===== config.mk =====
export PLATFORM = sky130hd
export DESIGN_NAME = stepper_ramp_step_generator_core_flat
export DESIGN_NICKNAME = d
export VERILOG_FILES = /design/src/srsg_pkg.sv /design/src/srsg_in_if.sv /design/src/srsg_out_if.sv /design/src/stepper_ramp_step_generator_core.sv /design/src/srsg_div.sv /design/src/srsg_seq.sv /design/src/flat_wrapper.sv
export SDC_FILE = /design/constraint.sdc
export NUM_CORES = 1
export LEC_CHECK = 0
export ABC_CLOCK_PERIOD_IN_PS = 5500
export BUFFER_PORTS_ARGS = -buffer_cell sky130_fd_sc_hd__buf_4
export CORE_AREA = 2 2 200 202
export DETAILED_ROUTE_END_ITERATION = 12
export DIE_AREA = 0 0 202 204
export MAX_ROUTING_LAYER = met4
export PLACE_DENSITY = 0.86
export SLEW_MARGIN = 20
export SYNTH_ARGS = -nofsm -noshare
export SYNTH_HDL_FRONTEND = slang
export SYNTH_SLANG_ARGS = --single-unit

===== constraint.sdc =====
create_clock -name i_clk -period 5.5 [get_ports i_clk]
set_clock_uncertainty 0.2 [all_clocks]
set_input_delay 1.65 -clock i_clk [delete_from_list [all_inputs] [get_ports i_clk]]
set_output_delay 1.65 -clock i_clk [all_outputs]
set_load 0.02 [all_outputs]

===== src/srsg_pkg.sv =====
// ----------------------------------------------------------------------------
// srsg_pkg
// Shared types, codes and constants of the stepper ramp step generator.
// ----------------------------------------------------------------------------
package srsg_pkg;

    localparam int DEF_STEP_BITS = 24;
    localparam int DEF_FRAC_BITS = 16;

    localparam int ACT_W   = 2;
    localparam int COUNT_W = 25;
    localparam int TOP_W   = 16;
    localparam int PER_W   = 16;
    localparam int CMPV_W  = 15;
    localparam int RUN_W   = 2;
    localparam int CFG_W   = 32;
    localparam int IDX_W   = 2;
    localparam int MINS_W  = 16;
    localparam int SCALE_W = 32;
    localparam int THR_W   = 24;
    localparam int SLOPE_W = 32;

    localparam logic [ACT_W-1:0] ACT_TICK = 2'd0;
    localparam logic [ACT_W-1:0] ACT_MOVE = 2'd1;
    localparam logic [ACT_W-1:0] ACT_STOP = 2'd2;

    localparam logic [RUN_W-1:0] RUN_OFF  = 2'd0;
    localparam logic [RUN_W-1:0] RUN_ON   = 2'd1;
    localparam logic [RUN_W-1:0] RUN_HALT = 2'd2;

    localparam logic [IDX_W-1:0] CFG_MIN_SPEED  = 2'd0;
    localparam logic [IDX_W-1:0] CFG_LOAD_SCALE = 2'd1;
    localparam logic [IDX_W-1:0] CFG_RAMP_THR   = 2'd2;

    localparam logic [MINS_W-1:0]  RST_MIN_SPEED  = 16'd10;
    localparam logic [SCALE_W-1:0] RST_LOAD_SCALE = 32'd4000000;
    localparam logic [THR_W-1:0]   RST_RAMP_THR   = 24'd600;

    localparam logic [PER_W-1:0] PERIOD_SAT = 16'hFFFF;

    typedef enum logic [2:0] {
        S_IDLE,
        S_RAMP,
        S_SLOPE_GO,
        S_SLOPE_WAIT,
        S_PER_GO,
        S_PER_WAIT,
        S_EMIT
    } t_seq_state;

    typedef struct packed {
        logic       in_valid;
        logic       is_tick;
        logic       no_steps;
        logic       need_slope;
        logic       speed_zero;
        logic       div_done;
        logic       out_free;
    } t_seq_status;

    typedef struct packed {
        logic       in_ready;
        logic       ramp;
        logic       slope_start;
        logic       slope_load;
        logic       per_start;
        logic       per_zero;
        logic       per_load;
        logic       emit;
    } t_seq_ctrl;

endpackage


===== src/srsg_in_if.sv =====
// ----------------------------------------------------------------------------
// srsg_in_if
// Input item channel: action, signed step count and top speed.
// ----------------------------------------------------------------------------
interface srsg_in_if;
    logic                                 valid;
    logic                                 ready;
    logic [srsg_pkg::ACT_W-1:0]           action;
    logic signed [srsg_pkg::COUNT_W-1:0]  step_count;
    logic [srsg_pkg::TOP_W-1:0]           top_speed;

    modport source (output valid, output action, output step_count, output top_speed,
                    input ready);
    modport sink (input valid, input action, input step_count, input top_speed,
                  output ready);
endinterface


===== src/srsg_out_if.sv =====
// ----------------------------------------------------------------------------
// srsg_out_if
// Result channel: PWM period and compare, enables, direction and status.
// ----------------------------------------------------------------------------
interface srsg_out_if #(
    parameter int STEP_BITS = srsg_pkg::DEF_STEP_BITS
);
    logic                          valid;
    logic                          ready;
    logic [srsg_pkg::PER_W-1:0]    period_load;
    logic [srsg_pkg::CMPV_W-1:0]   pulse_compare;
    logic                          pulse_enable;
    logic                          driver_enable_n;
    logic                          direction;
    logic [srsg_pkg::RUN_W-1:0]    run_status;
    logic [STEP_BITS-1:0]          steps_left;

    modport source (output valid, output period_load, output pulse_compare,
                    output pulse_enable, output driver_enable_n, output direction,
                    output run_status, output steps_left, input ready);
    modport sink (input valid, input period_load, input pulse_compare,
                  input pulse_enable, input driver_enable_n, input direction,
                  input run_status, input steps_left, output ready);
endinterface


===== src/stepper_ramp_step_generator_core.sv =====
// ----------------------------------------------------------------------------
// stepper_ramp_step_generator_core
// Trapezoidal ramp step generator for one stepper motor.
// ----------------------------------------------------------------------------
// Items arrive on i_item with a valid/ready handshake: a move command loads the
// signed step count and top speed, a stop turns the motor off, and a tick marks
// the end of one PWM period. Every accepted beat yields exactly one beat on
// o_result with the PWM period and compare value, the enables, the direction,
// the run status and the steps left.
// Move, stop and unused actions go from acceptance straight to the emit state.
// A tick runs the ramp update, then the deceleration slope division when the
// speed rises with a nonzero deceleration divisor, then the period division
// unless the speed is zero; both divisions share the single radix-2 divider.
// The block takes one item at a time and holds i_item.ready low until the
// result is loaded into the output register, so no new item is accepted
// before the result of the last one is in that register.
// A stalled receiver holds the result in the output register; the next item
// is accepted but its result waits until that beat has been taken.
// Reset clears the profile, sets the registers to their defaults and leaves
// the motor off with the driver disabled. Configuration writes on the i_cfg
// port take effect at once and are meant for times when the block is idle.
// ----------------------------------------------------------------------------
module stepper_ramp_step_generator_core #(
    parameter int STEP_BITS = srsg_pkg::DEF_STEP_BITS,
    parameter int FRAC_BITS = srsg_pkg::DEF_FRAC_BITS
) (
    input  logic                         i_clk,
    input  logic                         i_rst_n,
    input  logic                         i_cfg_we,
    input  logic [srsg_pkg::IDX_W-1:0]   i_cfg_idx,
    input  logic [srsg_pkg::CFG_W-1:0]   i_cfg_data,
    srsg_in_if.sink                      i_item,
    srsg_out_if.source                   o_result
);

    localparam int SPD_W  = srsg_pkg::MINS_W + FRAC_BITS;
    localparam int DVD_W  = srsg_pkg::SCALE_W + FRAC_BITS;
    localparam int BUD_W  = STEP_BITS - 1;
    localparam int DSR_W  = (SPD_W > BUD_W) ? SPD_W : BUD_W;
    localparam int CW     = ((SPD_W > srsg_pkg::SLOPE_W) ? SPD_W : srsg_pkg::SLOPE_W) + 1;
    localparam int TW     = (STEP_BITS > srsg_pkg::THR_W) ? STEP_BITS : srsg_pkg::THR_W;
    localparam int MW     = (STEP_BITS > srsg_pkg::COUNT_W) ? STEP_BITS : srsg_pkg::COUNT_W;
    localparam logic [SPD_W-1:0] ACC_INC = SPD_W'(1) << (FRAC_BITS - 5);

    logic [srsg_pkg::MINS_W-1:0]  r_min_speed, n_min_speed;
    logic [srsg_pkg::SCALE_W-1:0] r_load_scale, n_load_scale;
    logic [srsg_pkg::THR_W-1:0]   r_ramp_thr, n_ramp_thr;

    logic [STEP_BITS-1:0]         r_remaining, n_remaining;
    logic [BUD_W-1:0]             r_budget, n_budget;
    logic [BUD_W-1:0]             r_ddiv, n_ddiv;
    logic [SPD_W-1:0]             r_speed, n_speed;
    logic [srsg_pkg::SLOPE_W-1:0] r_slope, n_slope;
    logic [srsg_pkg::MINS_W-1:0]  r_limit, n_limit;
    logic [srsg_pkg::RUN_W-1:0]   r_run, n_run;
    logic                         r_dir, n_dir;
    logic                         r_drv_off, n_drv_off;
    logic [srsg_pkg::PER_W-1:0]   r_period, n_period;

    logic                         r_out_valid, n_out_valid;
    logic [srsg_pkg::PER_W-1:0]   r_o_period;
    logic                         r_o_pen;
    logic                         r_o_drv_n;
    logic                         r_o_dir;
    logic [srsg_pkg::RUN_W-1:0]   r_o_run;
    logic [STEP_BITS-1:0]         r_o_steps;

    srsg_pkg::t_seq_status        seq_status;
    srsg_pkg::t_seq_ctrl          seq_ctrl;

    logic                         accept;
    logic [SPD_W-1:0]             min_q;
    logic [SPD_W-1:0]             lim_q;
    logic                         accel;
    logic [SPD_W:0]               speed_inc;
    logic [CW-1:0]                floor_sum;
    logic [CW-1:0]                speed_c;
    logic [srsg_pkg::COUNT_W-1:0] mag;
    logic [MW-1:0]                mag_w;

    logic                         div_start;
    logic [DVD_W-1:0]             div_dividend;
    logic [DSR_W-1:0]             div_divisor;
    logic                         div_done;
    logic [DVD_W-1:0]             div_quotient;

    srsg_seq u_seq (
        .i_clk    (i_clk),
        .i_rst_n  (i_rst_n),
        .i_status (seq_status),
        .o_ctrl   (seq_ctrl)
    );

    srsg_div #(
        .DVD_W (DVD_W),
        .DSR_W (DSR_W)
    ) u_div (
        .i_clk      (i_clk),
        .i_rst_n    (i_rst_n),
        .i_start    (div_start),
        .i_dividend (div_dividend),
        .i_divisor  (div_divisor),
        .o_done     (div_done),
        .o_quotient (div_quotient)
    );

    assign accept    = i_item.valid && seq_ctrl.in_ready;
    assign min_q     = {r_min_speed, {FRAC_BITS{1'b0}}};
    assign lim_q     = {r_limit, {FRAC_BITS{1'b0}}};
    assign accel     = (r_budget != '0) && (TW'(r_remaining) > TW'(r_ramp_thr));
    assign speed_inc = {1'b0, r_speed} + {1'b0, ACC_INC};
    assign floor_sum = CW'(min_q) + CW'(r_slope);
    assign speed_c   = CW'(r_speed);
    assign mag       = i_item.step_count[srsg_pkg::COUNT_W-1]
                       ? (srsg_pkg::COUNT_W'(0) - i_item.step_count)
                       : i_item.step_count;
    assign mag_w     = MW'(mag);

    assign seq_status.in_valid   = i_item.valid;
    assign seq_status.is_tick    = (i_item.action == srsg_pkg::ACT_TICK);
    assign seq_status.no_steps   = (r_remaining == '0);
    assign seq_status.need_slope = accel && (r_ddiv != '0);
    assign seq_status.speed_zero = (r_speed == '0);
    assign seq_status.div_done   = div_done;
    assign seq_status.out_free   = !r_out_valid || o_result.ready;

    assign div_start    = seq_ctrl.slope_start || seq_ctrl.per_start;
    assign div_dividend = seq_ctrl.slope_start ? DVD_W'(r_speed)
                                               : {r_load_scale, {FRAC_BITS{1'b0}}};
    assign div_divisor  = seq_ctrl.slope_start ? DSR_W'(r_ddiv) : DSR_W'(r_speed);

    always_comb begin
        n_min_speed  = r_min_speed;
        n_load_scale = r_load_scale;
        n_ramp_thr   = r_ramp_thr;
        n_remaining  = r_remaining;
        n_budget     = r_budget;
        n_ddiv       = r_ddiv;
        n_speed      = r_speed;
        n_slope      = r_slope;
        n_limit      = r_limit;
        n_run        = r_run;
        n_dir        = r_dir;
        n_drv_off    = r_drv_off;
        n_period     = r_period;

        if (i_cfg_we) begin
            unique case (i_cfg_idx)
                srsg_pkg::CFG_MIN_SPEED:  n_min_speed  = i_cfg_data[srsg_pkg::MINS_W-1:0];
                srsg_pkg::CFG_LOAD_SCALE: n_load_scale = i_cfg_data[srsg_pkg::SCALE_W-1:0];
                srsg_pkg::CFG_RAMP_THR:   n_ramp_thr   = i_cfg_data[srsg_pkg::THR_W-1:0];
                default: begin
                end
            endcase
        end

        if (accept) begin
            n_period = '0;
            unique case (i_item.action)
                srsg_pkg::ACT_MOVE: begin
                    n_dir = i_item.step_count[srsg_pkg::COUNT_W-1];
                    if (mag_w > MW'({STEP_BITS{1'b1}})) begin
                        n_remaining = {STEP_BITS{1'b1}};
                    end else begin
                        n_remaining = STEP_BITS'(mag_w);
                    end
                    n_limit = (i_item.top_speed < r_min_speed) ? r_min_speed
                                                               : i_item.top_speed;
                end
                srsg_pkg::ACT_STOP: begin
                    n_run     = srsg_pkg::RUN_OFF;
                    n_drv_off = 1'b1;
                end
                srsg_pkg::ACT_TICK: begin
                    if (r_run != srsg_pkg::RUN_ON) begin
                        n_budget = r_remaining[STEP_BITS-1:1];
                        n_ddiv   = r_remaining[STEP_BITS-1:1];
                        n_speed  = min_q;
                    end
                end
                default: begin
                end
            endcase
        end

        if (seq_ctrl.ramp) begin
            if (r_remaining != '0) begin
                if (accel) begin
                    if (speed_inc > {1'b0, lim_q}) begin
                        n_speed = lim_q;
                    end else begin
                        n_speed = speed_inc[SPD_W-1:0];
                    end
                    n_budget = r_budget - BUD_W'(1);
                    if (r_ddiv == '0) begin
                        n_slope = '1;
                    end
                end else if (r_ddiv != '0) begin
                    if (speed_c < floor_sum) begin
                        n_speed = min_q;
                    end else begin
                        n_speed = SPD_W'(speed_c - CW'(r_slope));
                    end
                end
                n_run       = srsg_pkg::RUN_ON;
                n_drv_off   = 1'b0;
                n_remaining = r_remaining - STEP_BITS'(1);
            end else begin
                n_run = srsg_pkg::RUN_HALT;
            end
        end

        if (seq_ctrl.slope_load) begin
            n_slope = div_quotient[srsg_pkg::SLOPE_W-1:0];
        end

        if (seq_ctrl.per_zero) begin
            n_period = srsg_pkg::PERIOD_SAT;
        end else if (seq_ctrl.per_load) begin
            if (div_quotient[DVD_W-1:srsg_pkg::PER_W] != '0) begin
                n_period = srsg_pkg::PERIOD_SAT;
            end else begin
                n_period = div_quotient[srsg_pkg::PER_W-1:0];
            end
        end
    end

    always_comb begin
        n_out_valid = r_out_valid;
        if (seq_ctrl.emit) begin
            n_out_valid = 1'b1;
        end else if (o_result.ready) begin
            n_out_valid = 1'b0;
        end
    end

    always_ff @(posedge i_clk) begin
        if (!i_rst_n) begin
            r_min_speed  <= srsg_pkg::RST_MIN_SPEED;
            r_load_scale <= srsg_pkg::RST_LOAD_SCALE;
            r_ramp_thr   <= srsg_pkg::RST_RAMP_THR;
            r_remaining  <= '0;
            r_budget     <= '0;
            r_ddiv       <= '0;
            r_speed      <= {srsg_pkg::RST_MIN_SPEED, {FRAC_BITS{1'b0}}};
            r_slope      <= '0;
            r_limit      <= '0;
            r_run        <= srsg_pkg::RUN_OFF;
            r_dir        <= 1'b0;
            r_drv_off    <= 1'b1;
            r_out_valid  <= 1'b0;
        end else begin
            r_min_speed  <= n_min_speed;
            r_load_scale <= n_load_scale;
            r_ramp_thr   <= n_ramp_thr;
            r_remaining  <= n_remaining;
            r_budget     <= n_budget;
            r_ddiv       <= n_ddiv;
            r_speed      <= n_speed;
            r_slope      <= n_slope;
            r_limit      <= n_limit;
            r_run        <= n_run;
            r_dir        <= n_dir;
            r_drv_off    <= n_drv_off;
            r_out_valid  <= n_out_valid;
        end
        r_period <= n_period;
        if (seq_ctrl.emit) begin
            r_o_period <= r_period;
            r_o_pen    <= (r_run == srsg_pkg::RUN_ON);
            r_o_drv_n  <= r_drv_off;
            r_o_dir    <= r_dir;
            r_o_run    <= r_run;
            r_o_steps  <= r_remaining;
        end
    end

    assign i_item.ready             = seq_ctrl.in_ready;
    assign o_result.valid           = r_out_valid;
    assign o_result.period_load     = r_o_period;
    assign o_result.pulse_compare   = r_o_period[srsg_pkg::PER_W-1:1];
    assign o_result.pulse_enable    = r_o_pen;
    assign o_result.driver_enable_n = r_o_drv_n;
    assign o_result.direction       = r_o_dir;
    assign o_result.run_status      = r_o_run;
    assign o_result.steps_left      = r_o_steps;

endmodule


===== src/srsg_div.sv =====
// ----------------------------------------------------------------------------
// srsg_div
// Shared restoring divider, one quotient bit per cycle.
// ----------------------------------------------------------------------------
module srsg_div #(
    parameter int DVD_W = 48,
    parameter int DSR_W = 32
) (
    input  logic             i_clk,
    input  logic             i_rst_n,
    input  logic             i_start,
    input  logic [DVD_W-1:0] i_dividend,
    input  logic [DSR_W-1:0] i_divisor,
    output logic             o_done,
    output logic [DVD_W-1:0] o_quotient
);

    localparam int CNT_W = $clog2(DVD_W + 1);

    logic             r_busy, n_busy;
    logic             r_done, n_done;
    logic [CNT_W-1:0] r_cnt, n_cnt;
    logic [DSR_W-1:0] r_rem, n_rem;
    logic [DVD_W-1:0] r_quo, n_quo;
    logic [DSR_W-1:0] r_dsr, n_dsr;

    logic [DSR_W:0]   shifted;
    logic [DSR_W+1:0] diff;

    always_comb begin
        shifted = {r_rem, r_quo[DVD_W-1]};
        diff    = {1'b0, shifted} - {2'b00, r_dsr};
        n_busy  = r_busy;
        n_done  = 1'b0;
        n_cnt   = r_cnt;
        n_rem   = r_rem;
        n_quo   = r_quo;
        n_dsr   = r_dsr;
        if (i_start) begin
            n_busy = 1'b1;
            n_cnt  = CNT_W'(DVD_W);
            n_rem  = '0;
            n_quo  = i_dividend;
            n_dsr  = i_divisor;
        end else if (r_busy) begin
            if (!diff[DSR_W+1]) begin
                n_rem = diff[DSR_W-1:0];
                n_quo = {r_quo[DVD_W-2:0], 1'b1};
            end else begin
                n_rem = shifted[DSR_W-1:0];
                n_quo = {r_quo[DVD_W-2:0], 1'b0};
            end
            n_cnt = r_cnt - CNT_W'(1);
            if (r_cnt == CNT_W'(1)) begin
                n_busy = 1'b0;
                n_done = 1'b1;
            end
        end
    end

    always_ff @(posedge i_clk) begin
        if (!i_rst_n) begin
            r_busy <= 1'b0;
            r_done <= 1'b0;
            r_cnt  <= '0;
        end else begin
            r_busy <= n_busy;
            r_done <= n_done;
            r_cnt  <= n_cnt;
        end
        r_rem <= n_rem;
        r_quo <= n_quo;
        r_dsr <= n_dsr;
    end

    assign o_done     = r_done;
    assign o_quotient = r_quo;

endmodule


===== src/srsg_seq.sv =====
// ----------------------------------------------------------------------------
// srsg_seq
// Sequencer that steps one item through ramp update, slope and period division.
// ----------------------------------------------------------------------------
module srsg_seq (
    input  logic                  i_clk,
    input  logic                  i_rst_n,
    input  srsg_pkg::t_seq_status i_status,
    output srsg_pkg::t_seq_ctrl   o_ctrl
);

    srsg_pkg::t_seq_state r_state, n_state;

    always_comb begin
        n_state = r_state;
        unique case (r_state)
            srsg_pkg::S_IDLE: begin
                if (i_status.in_valid) begin
                    n_state = i_status.is_tick ? srsg_pkg::S_RAMP : srsg_pkg::S_EMIT;
                end
            end
            srsg_pkg::S_RAMP: begin
                if (!i_status.no_steps && i_status.need_slope) begin
                    n_state = srsg_pkg::S_SLOPE_GO;
                end else begin
                    n_state = srsg_pkg::S_PER_GO;
                end
            end
            srsg_pkg::S_SLOPE_GO: n_state = srsg_pkg::S_SLOPE_WAIT;
            srsg_pkg::S_SLOPE_WAIT: begin
                if (i_status.div_done) begin
                    n_state = srsg_pkg::S_PER_GO;
                end
            end
            srsg_pkg::S_PER_GO: begin
                n_state = i_status.speed_zero ? srsg_pkg::S_EMIT : srsg_pkg::S_PER_WAIT;
            end
            srsg_pkg::S_PER_WAIT: begin
                if (i_status.div_done) begin
                    n_state = srsg_pkg::S_EMIT;
                end
            end
            srsg_pkg::S_EMIT: begin
                if (i_status.out_free) begin
                    n_state = srsg_pkg::S_IDLE;
                end
            end
            default: n_state = srsg_pkg::S_IDLE;
        endcase
    end

    always_comb begin
        o_ctrl = '0;
        unique case (r_state)
            srsg_pkg::S_IDLE:       o_ctrl.in_ready = 1'b1;
            srsg_pkg::S_RAMP:       o_ctrl.ramp = 1'b1;
            srsg_pkg::S_SLOPE_GO:   o_ctrl.slope_start = 1'b1;
            srsg_pkg::S_SLOPE_WAIT: o_ctrl.slope_load = i_status.div_done;
            srsg_pkg::S_PER_GO: begin
                o_ctrl.per_start = !i_status.speed_zero;
                o_ctrl.per_zero  = i_status.speed_zero;
            end
            srsg_pkg::S_PER_WAIT:   o_ctrl.per_load = i_status.div_done;
            srsg_pkg::S_EMIT:       o_ctrl.emit = i_status.out_free;
            default:                o_ctrl = '0;
        endcase
    end

    always_ff @(posedge i_clk) begin
        if (!i_rst_n) begin
            r_state <= srsg_pkg::S_IDLE;
        end else begin
            r_state <= n_state;
        end
    end

endmodule

===== src/flat_wrapper.sv =====
// flat-port wrapper written by rule: the top's interface ports become plain ports
module stepper_ramp_step_generator_core_flat 
#(
    parameter int STEP_BITS = srsg_pkg::DEF_STEP_BITS,
    parameter int FRAC_BITS = srsg_pkg::DEF_FRAC_BITS
)
  (i_clk, i_rst_n, i_cfg_we, i_cfg_idx, i_cfg_data, i_item_valid, i_item_action, i_item_step_count, i_item_top_speed, i_item_ready, o_result_valid, o_result_period_load, o_result_pulse_compare, o_result_pulse_enable, o_result_driver_enable_n, o_result_direction, o_result_run_status, o_result_steps_left, o_result_ready);
  srsg_in_if i_item_i ();
  srsg_out_if #(.STEP_BITS(STEP_BITS)) o_result_i ();
  input  logic i_clk;
  input  logic i_rst_n;
  input  logic i_cfg_we;
  input  logic [srsg_pkg::IDX_W-1:0] i_cfg_idx;
  input  logic [srsg_pkg::CFG_W-1:0] i_cfg_data;
  input wire logic [$bits(i_item_i.valid)-1:0] i_item_valid;
  input wire logic [$bits(i_item_i.action)-1:0] i_item_action;
  input wire logic [$bits(i_item_i.step_count)-1:0] i_item_step_count;
  input wire logic [$bits(i_item_i.top_speed)-1:0] i_item_top_speed;
  output wire logic [$bits(i_item_i.ready)-1:0] i_item_ready;
  output wire logic [$bits(o_result_i.valid)-1:0] o_result_valid;
  output wire logic [$bits(o_result_i.period_load)-1:0] o_result_period_load;
  output wire logic [$bits(o_result_i.pulse_compare)-1:0] o_result_pulse_compare;
  output wire logic [$bits(o_result_i.pulse_enable)-1:0] o_result_pulse_enable;
  output wire logic [$bits(o_result_i.driver_enable_n)-1:0] o_result_driver_enable_n;
  output wire logic [$bits(o_result_i.direction)-1:0] o_result_direction;
  output wire logic [$bits(o_result_i.run_status)-1:0] o_result_run_status;
  output wire logic [$bits(o_result_i.steps_left)-1:0] o_result_steps_left;
  input wire logic [$bits(o_result_i.ready)-1:0] o_result_ready;
  assign i_item_i.valid = i_item_valid;
  assign i_item_i.action = i_item_action;
  assign i_item_i.step_count = i_item_step_count;
  assign i_item_i.top_speed = i_item_top_speed;
  assign i_item_ready = i_item_i.ready;
  assign o_result_valid = o_result_i.valid;
  assign o_result_period_load = o_result_i.period_load;
  assign o_result_pulse_compare = o_result_i.pulse_compare;
  assign o_result_pulse_enable = o_result_i.pulse_enable;
  assign o_result_driver_enable_n = o_result_i.driver_enable_n;
  assign o_result_direction = o_result_i.direction;
  assign o_result_run_status = o_result_i.run_status;
  assign o_result_steps_left = o_result_i.steps_left;
  assign o_result_i.ready = o_result_ready;
  stepper_ramp_step_generator_core #(.STEP_BITS(STEP_BITS), .FRAC_BITS(FRAC_BITS)) u_core (.i_clk(i_clk), .i_rst_n(i_rst_n), .i_cfg_we(i_cfg_we), .i_cfg_idx(i_cfg_idx), .i_cfg_data(i_cfg_data), .i_item(i_item_i), .o_result(o_result_i));
endmodule

==> qor.yml <==
ys_warn_count: 0
post_cts_buffers: 0
slew_headroom_pct: 35.02
grt_pass1_wl_um: 115000
crit_type: "flip-flop to flip-flop"
crit_fanout: 7
rr_endpoint: "u_core.r_speed[31]"
timing.fmax_ghz: 0.1956
fp.dieH_um: 204
synthCells: 2828
ioPinCount: 144
rrSetupSlack_ps: 390
vias_per_cell: 6.458
p_seq_share_pct: 31.0
critPathArrivalTime_ps: 5400
insertion_delay_ps: 580
ant_nets: 0
antenna_found_initial: 2
grt_max_degree: 79
drc: 0
irDropWorstVdd_mv: 0.3181
synth_ff_type: "dfxtp_1"
path_clk_slew_ps: 70
status: "finished clean"
cp_data_required_time_ps: 5780
drive_gt1_share_pct: 12.32
drt_wl_total_um: 73560
first_pass_iters: 6
layout_common_cells: "nand2_1, dfxtp_1, a21oi_1"
synth_edf_count: 125
htree_levels: 2
yosysSeqAreaShare_pct: 39.56
switching_share_pct: 43.90
cts_max_path_buffers: 3
worstSetupEndpoint: "u_core.r_speed[31]"
drv_cap: 0
cts_tree: "done"
die-area_mm2: 0.04121
ys_types: 89
core_area_mm2: 0.03918
track_usage_pct: 36.18
p_leak_nw: 10.72
drtIter0Drc: 2344
clkSinkCount: 411
final_common_cell: "nand2_1"
rows: 73
dieWidth_um: 202
r2r-start: "u_core.r_min_speed[1]"
endpoint_kind: "flip-flop"
clock-root-buffer: "clkbuf_16"
yosys.area.top_type_share_pct: 23.89
wire_per_inst_um: 21.31
worstRegToRegCells: 22
worstMarginPinSlew_ps: 974.7
period_needed_ps: 5112
vias: 22290
drv_slew: 0
numPortBuffers: 143
tns_ps: 0
ys_seq_elements: 411
hold_ws_ps: 233.5
final.period_utilization_pct: 92.95
startpoint_type: "flip-flop"
yosys-top-cells-area: "dfxtp_1, edfxtp_1, ha_1"
area_growth_pct: 12.21
instances_no_fill: 3451
dpl.cell_count: 3369
numCtsBuffers: 43
dp_hpwl_um: 53190
netlist_area_mm2: 0.02396
async_flop_share_pct: 0
internal_power_mw: 8.662
crit_start: "u_core.r_min_speed[1]"
start_util_pct: 61.16
routabilityCongestion: 1.020
rsz0062_at_grt: "false"
min-delay-path-class: "flip-flop to flip-flop"
synth.avg_cell_area_um2: 8.474
synth_top_area_cell: "dfxtp_1"
power_switching_mw: 6.777
grt_overflow_total: 0
powerDensity_mw_per_mm2: 574.2
clkPwrFrac_pct: 19.7
finalNetCount: 3131
finalHoldViolCount: 0
setup_viol: 0
pwr-share-comb_pct: 49.3
grt_pass1_vias: 21370
syn_nets: 3070
## cells by family after synthesis
logic type | share of synthesized area [%]
AND/OR/NAND/NOR | 18.76
flip-flops | 39.56
multiplexers | 3.190
adder cells (fa/ha/maj) | 8.448
XOR/XNOR | 3.691
AO/OA/AOI/OAI | 20.94
buffers and inverters | 5.414
## repair_timing
item / 4_1_cts / 5_1_grt
setup endpoints to repair: 0 / 14
resized for setup: 0 / 4
hold buffers: 0 / 0
## registers in the layout, indices dropped and copies added, names as in the netlist, 2 cells and up
name	cells
u_core.r_load_scale	32
u_core.r_run	2
u_core.o_result.run_status	2
u_core.r_remaining	24
u_core.u_seq.r_state	3
u_core.r_speed	32
u_core.u_div.r_cnt	6
u_core.u_div.r_dsr	32
u_core.r_min_speed	16
u_core.u_div.o_quotient	48
u_core.u_div.r_rem	32
u_core.o_result.period_load	16
u_core.r_ramp_thr	24
u_core.r_period	16
u_core.o_result.steps_left	24
u_core.r_limit	16
u_core.r_budget	23
u_core.r_ddiv	23
u_core.r_slope	32
## worst max-delay path, cell delays in order (launching register included)
cell and delay (ps):
dfxtp_1 420, ha_1 270, a21o_1 160, a21oi_1 230
nor2b_1 80, o21a_1 190, o22a_1 190, a21oi_2 220
o21ai_0 160, a41oi_1 280, nand2b_1 110, xnor2_1 140
ha_1 310, nand3_1 120, a2bb2oi_1 160, a21oi_1 170
nor3_1 70, a211oi_1 280, o2111a_2 300, or2_2 220
o221ai_1 130, or3_1 330, a221oi_1 300
## per-stage QoR
step / setup slack (ps) / area, um^2 / power (mW) / utilization (%)
6_report: 388.0 / 26890 / 15.44 / 68.63
5_1_grt: 36.05 / 26890 / 16.35 / 68.62
4_1_cts: 298.8 / 26860 / 15.25 / 68.56
3_5_place_dp: 326.3 / 25390 / 12.17 / 64.80
3_3_place_gp: 442.3 / 25380 / 11.91 / 64.77
2_1_floorplan: 760.3 / 23960 / 9.998 / -
## cell type report
type	instances	area (um^2)
clock inverters	14	158.9
fillers	3037	12290
clock buffers	65	1315
well taps	525	656.9
flip-flops and latches	411	9480
diodes	3	7.507
multi-input cells	2094	13280
repair buffers	188	1424
inverters	151	569.3
## cells in the mapped netlist, drive strengths merged (32+ instances only)
cell type	instances
clkbuf	142
ha	157
mux2i	55
o21ai	174
nand2	424
xor2	39
nor3	55
nor2	202
nand3	59
o221a	32
dfxtp	286
inv	150
edfxtp	125
a211oi	44
a21o	43
nor4	35
a21oi	285
xnor2	62
## power by group through the flow
stage | Combinational, mW | Sequential, mW | Clock (mW)
floorplan | 5.47 | 4.52 | 0
global placement | 7.14 | 4.77 | 0
detailed placement | 7.37 | 4.80 | 0
CTS | 7.44 | 4.74 | 3.06
global route | 8.33 | 4.84 | 3.18
finish | 7.62 | 4.78 | 3.04
## layer usage
metal	part of all wire, %	global-route usage [%]	up-vias
li1	-	-	10290
met4	4.7	17.17	0
met1	40	46.08	10550
met5	0	-	-
met2	45	56.69	1195
met3	9.9	5.644	249
## how the worst min path moves through the flow
stage	startpoint	endpoint	depth (start not counted)
final	u_core.r_period[1]	u_core.o_result.period_load[1]	0
after global placement	u_core.r_period[10]	u_core.o_result.period_load[10]	0
after global routing	u_core.r_period[1]	u_core.o_result.period_load[1]	0
after floorplan	u_core.r_dir	u_core.o_result.direction	0
after CTS	u_core.r_period[1]	u_core.o_result.period_load[1]	0
after detailed placement	u_core.r_period[3]	u_core.o_result.period_load[3]	0
Note: power is estimated with default switching activity, not from simulation.
